<file path="src/hw/rtl/mmbl_pkg.sv">
// ============================================================================
// mmbl_pkg
// Shared types, constants and helper functions of the min-max bounding-box
// localizer: payload structs, request and register codes, saturation helpers.
// ============================================================================
`default_nettype none

package mmbl_pkg;

    // Widths
    localparam int COORD_WIDTH    = 24;
    localparam int COUNT_WIDTH    = 8;
    localparam int IN_COORD_WIDTH = 24;
    localparam int EXTENT_WIDTH   = 23;
    localparam int HALF_WIDTH     = 22;
    // Working width for sums before saturation
    localparam int EXT_WIDTH =
        ((COORD_WIDTH > IN_COORD_WIDTH) ? COORD_WIDTH : IN_COORD_WIDTH) + 2;

    // APB port
    localparam int APB_ADDR_WIDTH = 4;
    localparam int APB_DATA_WIDTH = 32;

    // Front-to-back queue
    localparam int QUEUE_DEPTH = 4;
    localparam int QPTR_WIDTH  = $clog2(QUEUE_DEPTH);
    localparam int QCNT_WIDTH  = $clog2(QUEUE_DEPTH + 1);

    // Register reset values
    localparam logic [EXTENT_WIDTH-1:0] FIELD_WIDTH_RST    = 23'd16000;
    localparam logic [EXTENT_WIDTH-1:0] FIELD_HEIGHT_RST   = 23'd16000;
    localparam logic [HALF_WIDTH-1:0]   ANCHOR_HALF_RST    = 22'd1600;
    localparam logic [HALF_WIDTH-1:0]   NEGATIVE_HALF_RST  = 22'd1200;

    // Anchors plus neighbours needed before an estimate is issued
    localparam int ESTIMATE_MIN_COUNT = 2;

    // Corner masks of the kept box found inside a negative box
    // bit 0: (xmin,ymin), bit 1: (xmax,ymin), bit 2: (xmin,ymax), bit 3: (xmax,ymax)
    localparam logic [3:0] CORNERS_BOTTOM = 4'b0011;
    localparam logic [3:0] CORNERS_LEFT   = 4'b0101;
    localparam logic [3:0] CORNERS_RIGHT  = 4'b1010;
    localparam logic [3:0] CORNERS_TOP    = 4'b1100;
    localparam logic [3:0] CORNERS_ALL    = 4'b1111;

    typedef enum logic [1:0] {
        REQ_ANCHOR    = 2'd0,
        REQ_NEIGHBOUR = 2'd1,
        REQ_NEGATIVE  = 2'd2,
        REQ_RESERVED  = 2'd3
    } req_kind_t;

    typedef enum logic [1:0] {
        REG_FIELD_WIDTH   = 2'd0,
        REG_FIELD_HEIGHT  = 2'd1,
        REG_ANCHOR_HALF   = 2'd2,
        REG_NEGATIVE_HALF = 2'd3
    } reg_index_t;

    typedef logic signed [COORD_WIDTH-1:0] coord_t;
    typedef logic signed [EXT_WIDTH-1:0]   ext_t;
    typedef logic [COUNT_WIDTH-1:0]        count_t;

    typedef struct packed {
        coord_t xmin;
        coord_t xmax;
        coord_t ymin;
        coord_t ymax;
    } box_t;

    // Input transaction
    typedef struct packed {
        logic [1:0]                         req_type;
        logic signed [IN_COORD_WIDTH-1:0]   anchor_x;
        logic signed [IN_COORD_WIDTH-1:0]   anchor_y;
    } req_t;

    // Result transaction
    typedef struct packed {
        coord_t box_xmin;
        coord_t box_xmax;
        coord_t box_ymin;
        coord_t box_ymax;
        coord_t estimate_x;
        coord_t estimate_y;
        logic   estimate_valid;
        logic   unlocalizable;
    } rsp_t;

    // Configuration registers
    typedef struct packed {
        logic [EXTENT_WIDTH-1:0] field_width;
        logic [EXTENT_WIDTH-1:0] field_height;
        logic [HALF_WIDTH-1:0]   anchor_half_side;
        logic [HALF_WIDTH-1:0]   negative_half_side;
    } cfg_t;

    // Box reload on extent write
    typedef struct packed {
        logic                    load_x;
        logic                    load_y;
        logic [EXTENT_WIDTH-1:0] extent;
    } reload_t;

    // Classified item from front to back
    typedef struct packed {
        req_kind_t kind;
        box_t      sq;
    } entry_t;

    // Clamp a working-width value to the coordinate range
    function automatic coord_t sat_coord(input ext_t v);
        logic [EXT_WIDTH-COORD_WIDTH:0] top;
        coord_t                         r;
        top = v[EXT_WIDTH-1:COORD_WIDTH-1];
        if ((&top) || (~|top))
            r = v[COORD_WIDTH-1:0];
        else if (v[EXT_WIDTH-1])
            r = {1'b1, {(COORD_WIDTH-1){1'b0}}};
        else
            r = {1'b0, {(COORD_WIDTH-1){1'b1}}};
        return r;
    endfunction

    function automatic ext_t sext_coord(input coord_t v);
        return {{(EXT_WIDTH-COORD_WIDTH){v[COORD_WIDTH-1]}}, v};
    endfunction

    function automatic coord_t extent_to_coord(input logic [EXTENT_WIDTH-1:0] v);
        return sat_coord({{(EXT_WIDTH-EXTENT_WIDTH){1'b0}}, v});
    endfunction

    function automatic coord_t smax(input coord_t a, input coord_t b);
        return (a > b) ? a : b;
    endfunction

    function automatic coord_t smin(input coord_t a, input coord_t b);
        return (a < b) ? a : b;
    endfunction

    function automatic logic pt_in(input coord_t px, input coord_t py, input box_t b);
        return (px >= b.xmin) && (px <= b.xmax) && (py >= b.ymin) && (py <= b.ymax);
    endfunction

    // Corner-containment overlap test of box b against kept box s
    function automatic logic boxes_meet(input box_t b, input box_t s);
        return pt_in(b.xmin, b.ymin, s) || pt_in(b.xmin, b.ymax, s) ||
               pt_in(b.xmax, b.ymin, s) || pt_in(b.xmax, b.ymax, s) ||
               pt_in(s.xmin, s.ymin, b) || pt_in(s.xmin, s.ymax, b) ||
               pt_in(s.xmax, s.ymin, b) || pt_in(s.xmax, s.ymax, b);
    endfunction

endpackage

`default_nettype wire

</file>
<file path="src/hw/rtl/mmbl_regs.sv">
// ============================================================================
// mmbl_regs
// APB register file: playground extents and box half-sides, with a reload
// strobe for the kept box when an extent is written.
// ============================================================================
`default_nettype none

module mmbl_regs (
    input  wire logic                                clk,
    input  wire logic                                rst_n,
    input  wire logic                                psel,
    input  wire logic                                penable,
    input  wire logic                                pwrite,
    input  wire logic [mmbl_pkg::APB_ADDR_WIDTH-1:0] paddr,
    input  wire logic [mmbl_pkg::APB_DATA_WIDTH-1:0] pwdata,
    output logic      [mmbl_pkg::APB_DATA_WIDTH-1:0] prdata,
    output logic                                     pready,
    output mmbl_pkg::cfg_t                           cfg,
    output mmbl_pkg::reload_t                        reload
);

    mmbl_pkg::cfg_t         cfg_reg;
    mmbl_pkg::cfg_t         cfg_next;
    mmbl_pkg::reg_index_t   index;
    logic                   wr_en;

    assign pready = 1'b1;
    assign wr_en  = psel && penable && pwrite;
    assign index  = mmbl_pkg::reg_index_t'(paddr[mmbl_pkg::APB_ADDR_WIDTH-1:2]);
    assign cfg    = cfg_reg;

    // Write decode
    always_comb
    begin
        cfg_next = cfg_reg;
        reload   = '0;
        reload.extent = pwdata[mmbl_pkg::EXTENT_WIDTH-1:0];
        if (wr_en)
        begin
            unique case (index)
                mmbl_pkg::REG_FIELD_WIDTH:
                begin
                    cfg_next.field_width = pwdata[mmbl_pkg::EXTENT_WIDTH-1:0];
                    reload.load_x        = 1'b1;
                end
                mmbl_pkg::REG_FIELD_HEIGHT:
                begin
                    cfg_next.field_height = pwdata[mmbl_pkg::EXTENT_WIDTH-1:0];
                    reload.load_y         = 1'b1;
                end
                mmbl_pkg::REG_ANCHOR_HALF:
                    cfg_next.anchor_half_side = pwdata[mmbl_pkg::HALF_WIDTH-1:0];
                mmbl_pkg::REG_NEGATIVE_HALF:
                    cfg_next.negative_half_side = pwdata[mmbl_pkg::HALF_WIDTH-1:0];
                default: ;
            endcase
        end
    end

    // Read mux
    always_comb
    begin
        unique case (index)
            mmbl_pkg::REG_FIELD_WIDTH:
                prdata = mmbl_pkg::APB_DATA_WIDTH'(cfg_reg.field_width);
            mmbl_pkg::REG_FIELD_HEIGHT:
                prdata = mmbl_pkg::APB_DATA_WIDTH'(cfg_reg.field_height);
            mmbl_pkg::REG_ANCHOR_HALF:
                prdata = mmbl_pkg::APB_DATA_WIDTH'(cfg_reg.anchor_half_side);
            mmbl_pkg::REG_NEGATIVE_HALF:
                prdata = mmbl_pkg::APB_DATA_WIDTH'(cfg_reg.negative_half_side);
            default:
                prdata = '0;
        endcase
    end

    always_ff @(posedge clk or negedge rst_n)
    begin
        if (!rst_n)
        begin
            cfg_reg.field_width        <= mmbl_pkg::FIELD_WIDTH_RST;
            cfg_reg.field_height       <= mmbl_pkg::FIELD_HEIGHT_RST;
            cfg_reg.anchor_half_side   <= mmbl_pkg::ANCHOR_HALF_RST;
            cfg_reg.negative_half_side <= mmbl_pkg::NEGATIVE_HALF_RST;
        end
        else
        begin
            cfg_reg <= cfg_next;
        end
    end

endmodule

`default_nettype wire

</file>
<file path="src/hw/rtl/mmbl_front.sv">
// ============================================================================
// mmbl_front
// Input stage: takes request transactions, decodes the type, saturates the
// anchor position and builds the anchor or negative square box.
// ============================================================================
`default_nettype none

module mmbl_front (
    input  wire logic            clk,
    input  wire logic            rst_n,
    input  wire logic            req_valid,
    output logic                 req_stall,
    input  wire mmbl_pkg::req_t  req_data,
    input  wire mmbl_pkg::cfg_t  cfg,
    input  wire logic            q_full,
    output logic                 push,
    output mmbl_pkg::entry_t     push_entry
);

    logic                 valid_reg;
    logic                 valid_next;
    mmbl_pkg::entry_t     entry_reg;
    mmbl_pkg::entry_t     entry_next;
    logic                 accept;
    mmbl_pkg::req_kind_t  kind;
    mmbl_pkg::coord_t     ax;
    mmbl_pkg::coord_t     ay;
    mmbl_pkg::ext_t       ax_ext;
    mmbl_pkg::ext_t       ay_ext;
    mmbl_pkg::ext_t       half_ext;

    assign push       = valid_reg && !q_full;
    assign req_stall  = valid_reg && q_full;
    assign accept     = req_valid && !req_stall;
    assign push_entry = entry_reg;

    // Classify and build the square box
    always_comb
    begin
        kind = mmbl_pkg::req_kind_t'(req_data.req_type);
        ax = mmbl_pkg::sat_coord({{(mmbl_pkg::EXT_WIDTH-mmbl_pkg::IN_COORD_WIDTH)
                                   {req_data.anchor_x[mmbl_pkg::IN_COORD_WIDTH-1]}},
                                  req_data.anchor_x});
        ay = mmbl_pkg::sat_coord({{(mmbl_pkg::EXT_WIDTH-mmbl_pkg::IN_COORD_WIDTH)
                                   {req_data.anchor_y[mmbl_pkg::IN_COORD_WIDTH-1]}},
                                  req_data.anchor_y});
        ax_ext = mmbl_pkg::sext_coord(ax);
        ay_ext = mmbl_pkg::sext_coord(ay);
        if (kind == mmbl_pkg::REQ_NEGATIVE)
            half_ext = {{(mmbl_pkg::EXT_WIDTH-mmbl_pkg::HALF_WIDTH){1'b0}},
                        cfg.negative_half_side};
        else
            half_ext = {{(mmbl_pkg::EXT_WIDTH-mmbl_pkg::HALF_WIDTH){1'b0}},
                        cfg.anchor_half_side};
        entry_next.kind    = kind;
        entry_next.sq.xmin = mmbl_pkg::sat_coord(ax_ext - half_ext);
        entry_next.sq.xmax = mmbl_pkg::sat_coord(ax_ext + half_ext);
        entry_next.sq.ymin = mmbl_pkg::sat_coord(ay_ext - half_ext);
        entry_next.sq.ymax = mmbl_pkg::sat_coord(ay_ext + half_ext);
    end

    // Stage occupancy
    always_comb
    begin
        if (accept)
            valid_next = 1'b1;
        else if (push)
            valid_next = 1'b0;
        else
            valid_next = valid_reg;
    end

    always_ff @(posedge clk or negedge rst_n)
    begin
        if (!rst_n)
            valid_reg <= 1'b0;
        else
            valid_reg <= valid_next;
    end

    always_ff @(posedge clk)
    begin
        if (accept)
            entry_reg <= entry_next;
    end

endmodule

`default_nettype wire

</file>
<file path="src/hw/rtl/mmbl_queue.sv">
// ============================================================================
// mmbl_queue
// Small FIFO of classified items between the front and the back.
// ============================================================================
`default_nettype none

module mmbl_queue (
    input  wire logic              clk,
    input  wire logic              rst_n,
    input  wire logic              push,
    input  wire mmbl_pkg::entry_t  push_entry,
    input  wire logic              pop,
    output logic                   full,
    output logic                   head_valid,
    output mmbl_pkg::entry_t       head_entry
);

    mmbl_pkg::entry_t                 slots_reg [mmbl_pkg::QUEUE_DEPTH];
    logic [mmbl_pkg::QPTR_WIDTH-1:0]  wr_ptr_reg;
    logic [mmbl_pkg::QPTR_WIDTH-1:0]  wr_ptr_next;
    logic [mmbl_pkg::QPTR_WIDTH-1:0]  rd_ptr_reg;
    logic [mmbl_pkg::QPTR_WIDTH-1:0]  rd_ptr_next;
    logic [mmbl_pkg::QCNT_WIDTH-1:0]  count_reg;
    logic [mmbl_pkg::QCNT_WIDTH-1:0]  count_next;

    assign full       = (count_reg == mmbl_pkg::QCNT_WIDTH'(mmbl_pkg::QUEUE_DEPTH));
    assign head_valid = (count_reg != '0);
    assign head_entry = slots_reg[rd_ptr_reg];

    // Pointer and fill update
    always_comb
    begin
        wr_ptr_next = wr_ptr_reg;
        rd_ptr_next = rd_ptr_reg;
        count_next  = count_reg;
        if (push)
            wr_ptr_next = (wr_ptr_reg == mmbl_pkg::QPTR_WIDTH'(mmbl_pkg::QUEUE_DEPTH - 1))
                          ? '0 : wr_ptr_reg + 1'b1;
        if (pop)
            rd_ptr_next = (rd_ptr_reg == mmbl_pkg::QPTR_WIDTH'(mmbl_pkg::QUEUE_DEPTH - 1))
                          ? '0 : rd_ptr_reg + 1'b1;
        if (push && !pop)
            count_next = count_reg + 1'b1;
        else if (pop && !push)
            count_next = count_reg - 1'b1;
    end

    always_ff @(posedge clk or negedge rst_n)
    begin
        if (!rst_n)
        begin
            wr_ptr_reg <= '0;
            rd_ptr_reg <= '0;
            count_reg  <= '0;
        end
        else
        begin
            wr_ptr_reg <= wr_ptr_next;
            rd_ptr_reg <= rd_ptr_next;
            count_reg  <= count_next;
        end
    end

    always_ff @(posedge clk)
    begin
        if (push)
            slots_reg[wr_ptr_reg] <= push_entry;
    end

endmodule

`default_nettype wire

</file>
<file path="src/hw/rtl/mmbl_back.sv">
// ============================================================================
// mmbl_back
// Execution stage: holds the kept box and counts, applies one classified
// item per cycle while the result is not stalled and registers the result transaction.
// ============================================================================
`default_nettype none

module mmbl_back (
    input  wire logic               clk,
    input  wire logic               rst_n,
    input  wire logic               head_valid,
    input  wire mmbl_pkg::entry_t   head_entry,
    output logic                    pop,
    input  wire mmbl_pkg::reload_t  reload,
    output logic                    rsp_valid,
    input  wire logic               rsp_stall,
    output mmbl_pkg::rsp_t          rsp_data
);

    mmbl_pkg::box_t    box_reg;
    mmbl_pkg::box_t    box_next;
    mmbl_pkg::count_t  anchor_cnt_reg;
    mmbl_pkg::count_t  anchor_cnt_next;
    mmbl_pkg::count_t  neigh_cnt_reg;
    mmbl_pkg::count_t  neigh_cnt_next;
    logic              rsp_valid_reg;
    logic              rsp_valid_next;
    mmbl_pkg::rsp_t    rsp_reg;
    mmbl_pkg::rsp_t    rsp_next;

    mmbl_pkg::box_t    sq;
    mmbl_pkg::box_t    isect;
    logic              meet;
    mmbl_pkg::count_t  anchor_inc;
    mmbl_pkg::count_t  neigh_inc;
    logic [mmbl_pkg::COUNT_WIDTH:0]  total;
    logic [mmbl_pkg::COORD_WIDTH:0]  sum_x;
    logic [mmbl_pkg::COORD_WIDTH:0]  sum_y;
    logic              lx;
    logic              hx;
    logic              ly;
    logic              hy;
    logic [3:0]        corners;
    logic              est_valid;
    logic              unloc;

    assign pop       = head_valid && (!rsp_valid_reg || !rsp_stall);
    assign rsp_valid = rsp_valid_reg;
    assign rsp_data  = rsp_reg;

    // Item execution
    always_comb
    begin
        sq         = head_entry.sq;
        meet       = mmbl_pkg::boxes_meet(sq, box_reg);
        isect.xmin = mmbl_pkg::smax(box_reg.xmin, sq.xmin);
        isect.ymin = mmbl_pkg::smax(box_reg.ymin, sq.ymin);
        isect.xmax = mmbl_pkg::smin(box_reg.xmax, sq.xmax);
        isect.ymax = mmbl_pkg::smin(box_reg.ymax, sq.ymax);

        anchor_inc = (&anchor_cnt_reg) ? anchor_cnt_reg : anchor_cnt_reg + 1'b1;
        neigh_inc  = (&neigh_cnt_reg) ? neigh_cnt_reg : neigh_cnt_reg + 1'b1;
        total      = {1'b0, anchor_inc} + {1'b0, neigh_cnt_reg};

        lx = (isect.xmin == box_reg.xmin);
        hx = (isect.xmax == box_reg.xmax);
        ly = (isect.ymin == box_reg.ymin);
        hy = (isect.ymax == box_reg.ymax);
        corners = {hx && hy, lx && hy, hx && ly, lx && ly};

        box_next        = box_reg;
        anchor_cnt_next = anchor_cnt_reg;
        neigh_cnt_next  = neigh_cnt_reg;
        est_valid       = 1'b0;
        unloc           = 1'b0;

        unique case (head_entry.kind)
            mmbl_pkg::REQ_ANCHOR:
            begin
                box_next        = meet ? isect : sq;
                anchor_cnt_next = anchor_inc;
                if (total >= (mmbl_pkg::COUNT_WIDTH+1)'(mmbl_pkg::ESTIMATE_MIN_COUNT))
                begin
                    est_valid       = 1'b1;
                    anchor_cnt_next = '0;
                    neigh_cnt_next  = '0;
                end
            end
            mmbl_pkg::REQ_NEIGHBOUR:
                neigh_cnt_next = neigh_inc;
            mmbl_pkg::REQ_NEGATIVE:
            begin
                if (meet)
                begin
                    // two adjacent corners inside trim the side they lie on
                    case (corners)
                        mmbl_pkg::CORNERS_ALL:    unloc         = 1'b1;
                        mmbl_pkg::CORNERS_BOTTOM: box_next.ymin = isect.ymax;
                        mmbl_pkg::CORNERS_LEFT:   box_next.xmin = isect.xmax;
                        mmbl_pkg::CORNERS_RIGHT:  box_next.xmax = isect.xmin;
                        mmbl_pkg::CORNERS_TOP:    box_next.ymax = isect.ymin;
                        default: ;
                    endcase
                end
            end
            mmbl_pkg::REQ_RESERVED: ;
            default: ;
        endcase

        // Box centre, floor of half the sum
        sum_x = {box_next.xmin[mmbl_pkg::COORD_WIDTH-1], box_next.xmin}
              + {box_next.xmax[mmbl_pkg::COORD_WIDTH-1], box_next.xmax};
        sum_y = {box_next.ymin[mmbl_pkg::COORD_WIDTH-1], box_next.ymin}
              + {box_next.ymax[mmbl_pkg::COORD_WIDTH-1], box_next.ymax};

        rsp_next.box_xmin       = box_next.xmin;
        rsp_next.box_xmax       = box_next.xmax;
        rsp_next.box_ymin       = box_next.ymin;
        rsp_next.box_ymax       = box_next.ymax;
        rsp_next.estimate_x     = est_valid ? sum_x[mmbl_pkg::COORD_WIDTH:1] : '0;
        rsp_next.estimate_y     = est_valid ? sum_y[mmbl_pkg::COORD_WIDTH:1] : '0;
        rsp_next.estimate_valid = est_valid;
        rsp_next.unlocalizable  = unloc;
    end

    // Output register occupancy
    always_comb
    begin
        if (pop)
            rsp_valid_next = 1'b1;
        else if (!rsp_stall)
            rsp_valid_next = 1'b0;
        else
            rsp_valid_next = rsp_valid_reg;
    end

    // Kept box and counts; extent writes reload one axis
    always_ff @(posedge clk or negedge rst_n)
    begin
        if (!rst_n)
        begin
            box_reg.xmin   <= '0;
            box_reg.xmax   <= mmbl_pkg::extent_to_coord(mmbl_pkg::FIELD_WIDTH_RST);
            box_reg.ymin   <= '0;
            box_reg.ymax   <= mmbl_pkg::extent_to_coord(mmbl_pkg::FIELD_HEIGHT_RST);
            anchor_cnt_reg <= '0;
            neigh_cnt_reg  <= '0;
            rsp_valid_reg  <= 1'b0;
        end
        else
        begin
            rsp_valid_reg <= rsp_valid_next;
            if (reload.load_x)
            begin
                box_reg.xmin <= '0;
                box_reg.xmax <= mmbl_pkg::extent_to_coord(reload.extent);
            end
            else if (reload.load_y)
            begin
                box_reg.ymin <= '0;
                box_reg.ymax <= mmbl_pkg::extent_to_coord(reload.extent);
            end
            else if (pop)
            begin
                box_reg        <= box_next;
                anchor_cnt_reg <= anchor_cnt_next;
                neigh_cnt_reg  <= neigh_cnt_next;
            end
        end
    end

    always_ff @(posedge clk)
    begin
        if (pop)
            rsp_reg <= rsp_next;
    end

endmodule

`default_nettype wire

</file>
<file path="src/hw/rtl/minmax_bounding_box_localizer.sv">
// ============================================================================
// minmax_bounding_box_localizer
// Min-max bounding-box position estimator for one node.
// ============================================================================
// Usage:
//   req channel (req_valid/req_stall/req_data) carries one anchor, neighbour
//   or negative-anchor transaction; rsp channel (rsp_valid/rsp_stall/
//   rsp_data) returns exactly one result per request: the kept box after the
//   item, the centre estimate when issued, and the unlocalizable flag.
//   A transaction moves on a rising edge with valid high and stall low.
//   A taken request is registered in the input stage, moves from there into
//   the queue, and goes from the queue head into the output register.
//   Throughput: one transaction per cycle while rsp is not stalled, set by
//   the execution stage that updates the kept box.
//   A 4-entry queue sits between input and execution stages; a stalled rsp
//   holds its payload, the queue fills, and then req_stall rises.
//   Reset clears the counts and loads the box to (0, field_width, 0,
//   field_height) with the register reset values; no items are in flight.
//   APB writes to an extent register reload that axis of the box; write
//   registers only while no transaction is in flight.
// ============================================================================
`default_nettype none

module minmax_bounding_box_localizer (
    input  wire logic                                clk,
    input  wire logic                                rst_n,
    input  wire logic                                req_valid,
    output logic                                     req_stall,
    input  wire mmbl_pkg::req_t                      req_data,
    output logic                                     rsp_valid,
    input  wire logic                                rsp_stall,
    output mmbl_pkg::rsp_t                           rsp_data,
    input  wire logic                                psel,
    input  wire logic                                penable,
    input  wire logic                                pwrite,
    input  wire logic [mmbl_pkg::APB_ADDR_WIDTH-1:0] paddr,
    input  wire logic [mmbl_pkg::APB_DATA_WIDTH-1:0] pwdata,
    output logic      [mmbl_pkg::APB_DATA_WIDTH-1:0] prdata,
    output logic                                     pready
);

    mmbl_pkg::cfg_t     cfg;
    mmbl_pkg::reload_t  reload;
    logic               q_full;
    logic               push;
    mmbl_pkg::entry_t   push_entry;
    logic               pop;
    logic               head_valid;
    mmbl_pkg::entry_t   head_entry;

    mmbl_regs u_regs (
        .clk     (clk),
        .rst_n   (rst_n),
        .psel    (psel),
        .penable (penable),
        .pwrite  (pwrite),
        .paddr   (paddr),
        .pwdata  (pwdata),
        .prdata  (prdata),
        .pready  (pready),
        .cfg     (cfg),
        .reload  (reload)
    );

    mmbl_front u_front (
        .clk        (clk),
        .rst_n      (rst_n),
        .req_valid  (req_valid),
        .req_stall  (req_stall),
        .req_data   (req_data),
        .cfg        (cfg),
        .q_full     (q_full),
        .push       (push),
        .push_entry (push_entry)
    );

    mmbl_queue u_queue (
        .clk        (clk),
        .rst_n      (rst_n),
        .push       (push),
        .push_entry (push_entry),
        .pop        (pop),
        .full       (q_full),
        .head_valid (head_valid),
        .head_entry (head_entry)
    );

    mmbl_back u_back (
        .clk        (clk),
        .rst_n      (rst_n),
        .head_valid (head_valid),
        .head_entry (head_entry),
        .pop        (pop),
        .reload     (reload),
        .rsp_valid  (rsp_valid),
        .rsp_stall  (rsp_stall),
        .rsp_data   (rsp_data)
    );

endmodule

`default_nettype wire

</file>
<file path="config.mk">
export PLATFORM = sky130hd
export DESIGN_NAME = minmax_bounding_box_localizer
export DESIGN_NICKNAME = d
export VERILOG_FILES = /design/src/hw/rtl/mmbl_pkg.sv /design/src/hw/rtl/mmbl_regs.sv /design/src/hw/rtl/mmbl_front.sv /design/src/hw/rtl/mmbl_queue.sv /design/src/hw/rtl/mmbl_back.sv /design/src/hw/rtl/minmax_bounding_box_localizer.sv
export SDC_FILE = /design/constraint.sdc
export NUM_CORES = 2
export LEC_CHECK = 0
export BUFFER_PORTS_ARGS = -buffer_cell sky130_fd_sc_hd__buf_2
export CORE_AREA = 2 2 407 409
export DETAILED_ROUTE_END_ITERATION = 8
export DIE_AREA = 0 0 409 411
export GPL_TIMING_DRIVEN = 0
export PLACE_DENSITY_LB_ADDON = 0.1
export SLEW_MARGIN = 20
export SYNTH_ARGS = -nofsm -noshare
export SYNTH_HDL_FRONTEND = slang
export SYNTH_SLANG_ARGS = --single-unit
</file>
<file path="constraint.sdc">
create_clock -name clk -period 12.7 [get_ports clk]
set_input_delay 3.175 -clock clk [delete_from_list [all_inputs] [get_ports clk]]
set_output_delay 3.175 -clock clk [all_outputs]
set_load 0.05 [all_outputs]
</file>
==> metrics.cfg <==
[cells_and_area]
drive_gt1_frac=0.1580
mostFrequentLayoutCells=edfxtp_1 (636), nand2_1 (388), nor2_1 (354)
seqCellArea_um2=24420
layout_commonest_cell=edfxtp_1
largest_reg_flops=392
num-nets-final=5204
final_cells=7035
nFillCells=16297
area_growth_pct=16.27
multi_input_area_um2=22720

[worst_setup_path]
startpoint_type=register
reg2reg_depth=46
crit_path_frequent_cell=o21ai_0
reg2reg_from=u_queue.rd_ptr_reg[0]$_DFFE_PN0P_
worstSetupEndpointType=register
slowest_stage=o21ai_0
crit_arrival_ns=12.55
r2r-end=u_back.rsp_data[23]$_SDFFCE_PN0P_
cp_data_required_time_ns=13.14
crit_family=compound AO/OA/AOI/OAI gates
critPathMaxFanout=19
r2r_slack_ns=0.58
worst-path-buf-inv=12
criticalPathCategory=reg2reg
max_stage_delay_ns=0.74

[routing]
drt.antenna.violating_nets=0
drtIter0Drc=3561
drc=0
vias=37991
vias_per_cell=5.400
wl_per_cell_um=29.61
wl_mm=208.3
dr.pass1.iters=6

[logic_synthesis]
syn_avg_cell_area_um2=11.19
yosysSeqAreaShare=0.4991
ys_types=99
ys_ff_latch=847
synth_edf_count=636
syn_area_um2=48920
synth_top_area_frac=0.3904
ys_top_cells_by_area=edfxtp_1 (39%), dfrtp_1 (9.2%), ha_1 (8.8%), mux2_2 (3.3%), a21oi_1 (3.2%)
postSynthCellCount=4373
async_reset_ff_frac=0.2491
ys.flop_type=edfxtp_1
synth_top_area_cell=edfxtp_1
yosys_warnings=0

[timing]
max-slew-margin-rel=0.1446
finalHoldWorstSlack_ns=0.4723
max_freq_mhz=82.53
min_period_ns=12.12
setup_tns_ns=0
finalHoldViolations=0
report.final.slew_viol_count=0
worst_pin_slew_ns=1.270
fin_crit_sh=0.9541
rsz0062_at_grt=no
skew_ns=0.05117
setup_viol=0
setup_ws_ns=0.5829

[clock_tree]
clk_latency_ns=0.72
cts_root_buf=clkbuf_16
clkTransAtPathRegs_ns=0.06
numCtsBuffers=98
postCtsHoldBufs=0
htreeDepth=3
clockBufferDepth=3
numClockSinks=847
cts_tree=yes

[grt]
top_usage_layer=met2
grt_antenna_before_repair=9
grt-ovfl-total=0
grt_pass1_wl_mm=288.0
use_met3=0.03016
use_met1=0.3578
use_met2=0.3659
grt_pass1_vias=36526
grt_max_degree=88
track_usage=0.2420

[floorplanning]
die_y_um=411
start_util=0.2985
die_w_um=409
ios=274
num_rows=149
die-area_um2=168100
core_area_um2=163900

[placed_design]
pre_cts_ws_ns=-1.617
port_buffers=250
dp_hpwl_mm=167.2
dp_cells=6845
place.gp.congestion=0.9859

[run_status]
status=completed

[hold_path]
worstHoldStart=u_regs.cfg[74]$_DFFE_PN1P_
hold_end=u_regs.cfg[74]$_DFFE_PN1P_
hold_depth=2
hold_path_class=reg2reg

[flow_run]
drv_cap=0

[cells in the mapped netlist (all sizes together), types with 17 or more instances]
library cell,instances
a211oi,27
a21o,49
a21oi,315
a221oi,34
a22o,61
a22oi,38
a31oi,35
and2,17
and3,32
buf,77
clkbuf,136
dfrtp,180
dfstp,31
edfxtp,636
ha,344
inv,226
mux2,142
mux2i,153
mux4,60
nand2,389
nand2b,33
nand3,94
nand4,43
nor2,355
nor2b,32
nor3,64
nor4,21
o211ai,43
o21a,22
o21ai,242
o21bai,32
o22a,25
o22ai,41
o31ai,22
or3,21
xnor2,102
xor2,46
[routing by layer]
layer  vias to the layer above  wire length [µm]
li1                      17102                 -
met1                     19214             99750
met2                      1407             89600
met3                       266             12200
met4                         2              6761
met5                         -                13
[worst max path at each step]
| stage | from | end | slack, ns | cells after the start |
|---|---|---|---|---|
| 6_report | u_queue.rd_ptr_reg[0]$_DFFE_PN0P_ | u_back.rsp_data[23]$_SDFFCE_PN0P_ | 0.58 | 46 |
| 5_1_grt | u_queue.rd_ptr_reg[0]$_DFFE_PN0P_ | u_back.rsp_data[23]$_SDFFCE_PN0P_ | 0.005 | 45 |
| 4_1_cts | u_queue.rd_ptr_reg[0]$_DFFE_PN0P_ | u_back.rsp_data[49]$_SDFFCE_PN0P_ | 0.008 | 42 |
| 3_5_place_dp | u_queue.rd_ptr_reg[0]$_DFFE_PN0P_ | u_back.rsp_data[23]$_SDFFCE_PN0P_ | -1.62 | 43 |
| 3_3_place_gp | rsp_stall | u_back.box_reg[54]$_DFFE_PN0P_ | -2.85 | 8 |
| 2_1_floorplan | u_queue.rd_ptr_reg[0]$_DFFE_PN0P_ | u_back.rsp_data[23]$_SDFFCE_PN0P_ | 3.71 | 45 |
[final cells by class]
type,count,share of cell area
sequential,847,0.4293
multi-input combinational,3095,0.3995
tap,2189,0.04815
clock buffer,123,0.04514
timing repair buffer,279,0.03317
buffer,212,0.01940
inverter,226,0.01491
clock inverter,60,0.01034
antenna,4,0.0001760
[metrics by stage]
step,cell area (µm²),util
floorplan,48960,-
global placement,52950,0.3231
detailed placement,53610,0.3271
CTS,56790,0.3465
global route,56880,0.3471
finish,56880,0.3471
[timing repair]
action                     in CTS  in global routing
setup endpoints to repair      22                  8
buffers inserted                0                  4
gates resized for setup        10                 22
pin swaps                       0                  2
[kinds of logic after synthesis]
group | count (synthesis) | share of synthesized area
buffers and inverters | 439 | 0.03951
xor gates and xnor gates | 148 | 0.02650
and+or+nand+nor | 1133 | 0.1045
other | 2 | 0.0001535
adders and majority gates | 352 | 0.09125
DFF | 847 | 0.4991
muxes | 355 | 0.09253
AOI/OAI and AO/OA | 1097 | 0.1464
[worst register-to-register path: cells and delay by family (launching register included)]
family          cells  cell delay (ns)
buf+inv            12             3.22
fa+ha+maj           2             0.69
compound gates     20             5.42
xor+xnor            1             0.17
simple gates       11             1.96
flops               1             0.37
Power is not shown: default switching activity piles up to over one toggle a cycle in this logic, so the estimate is an artifact.
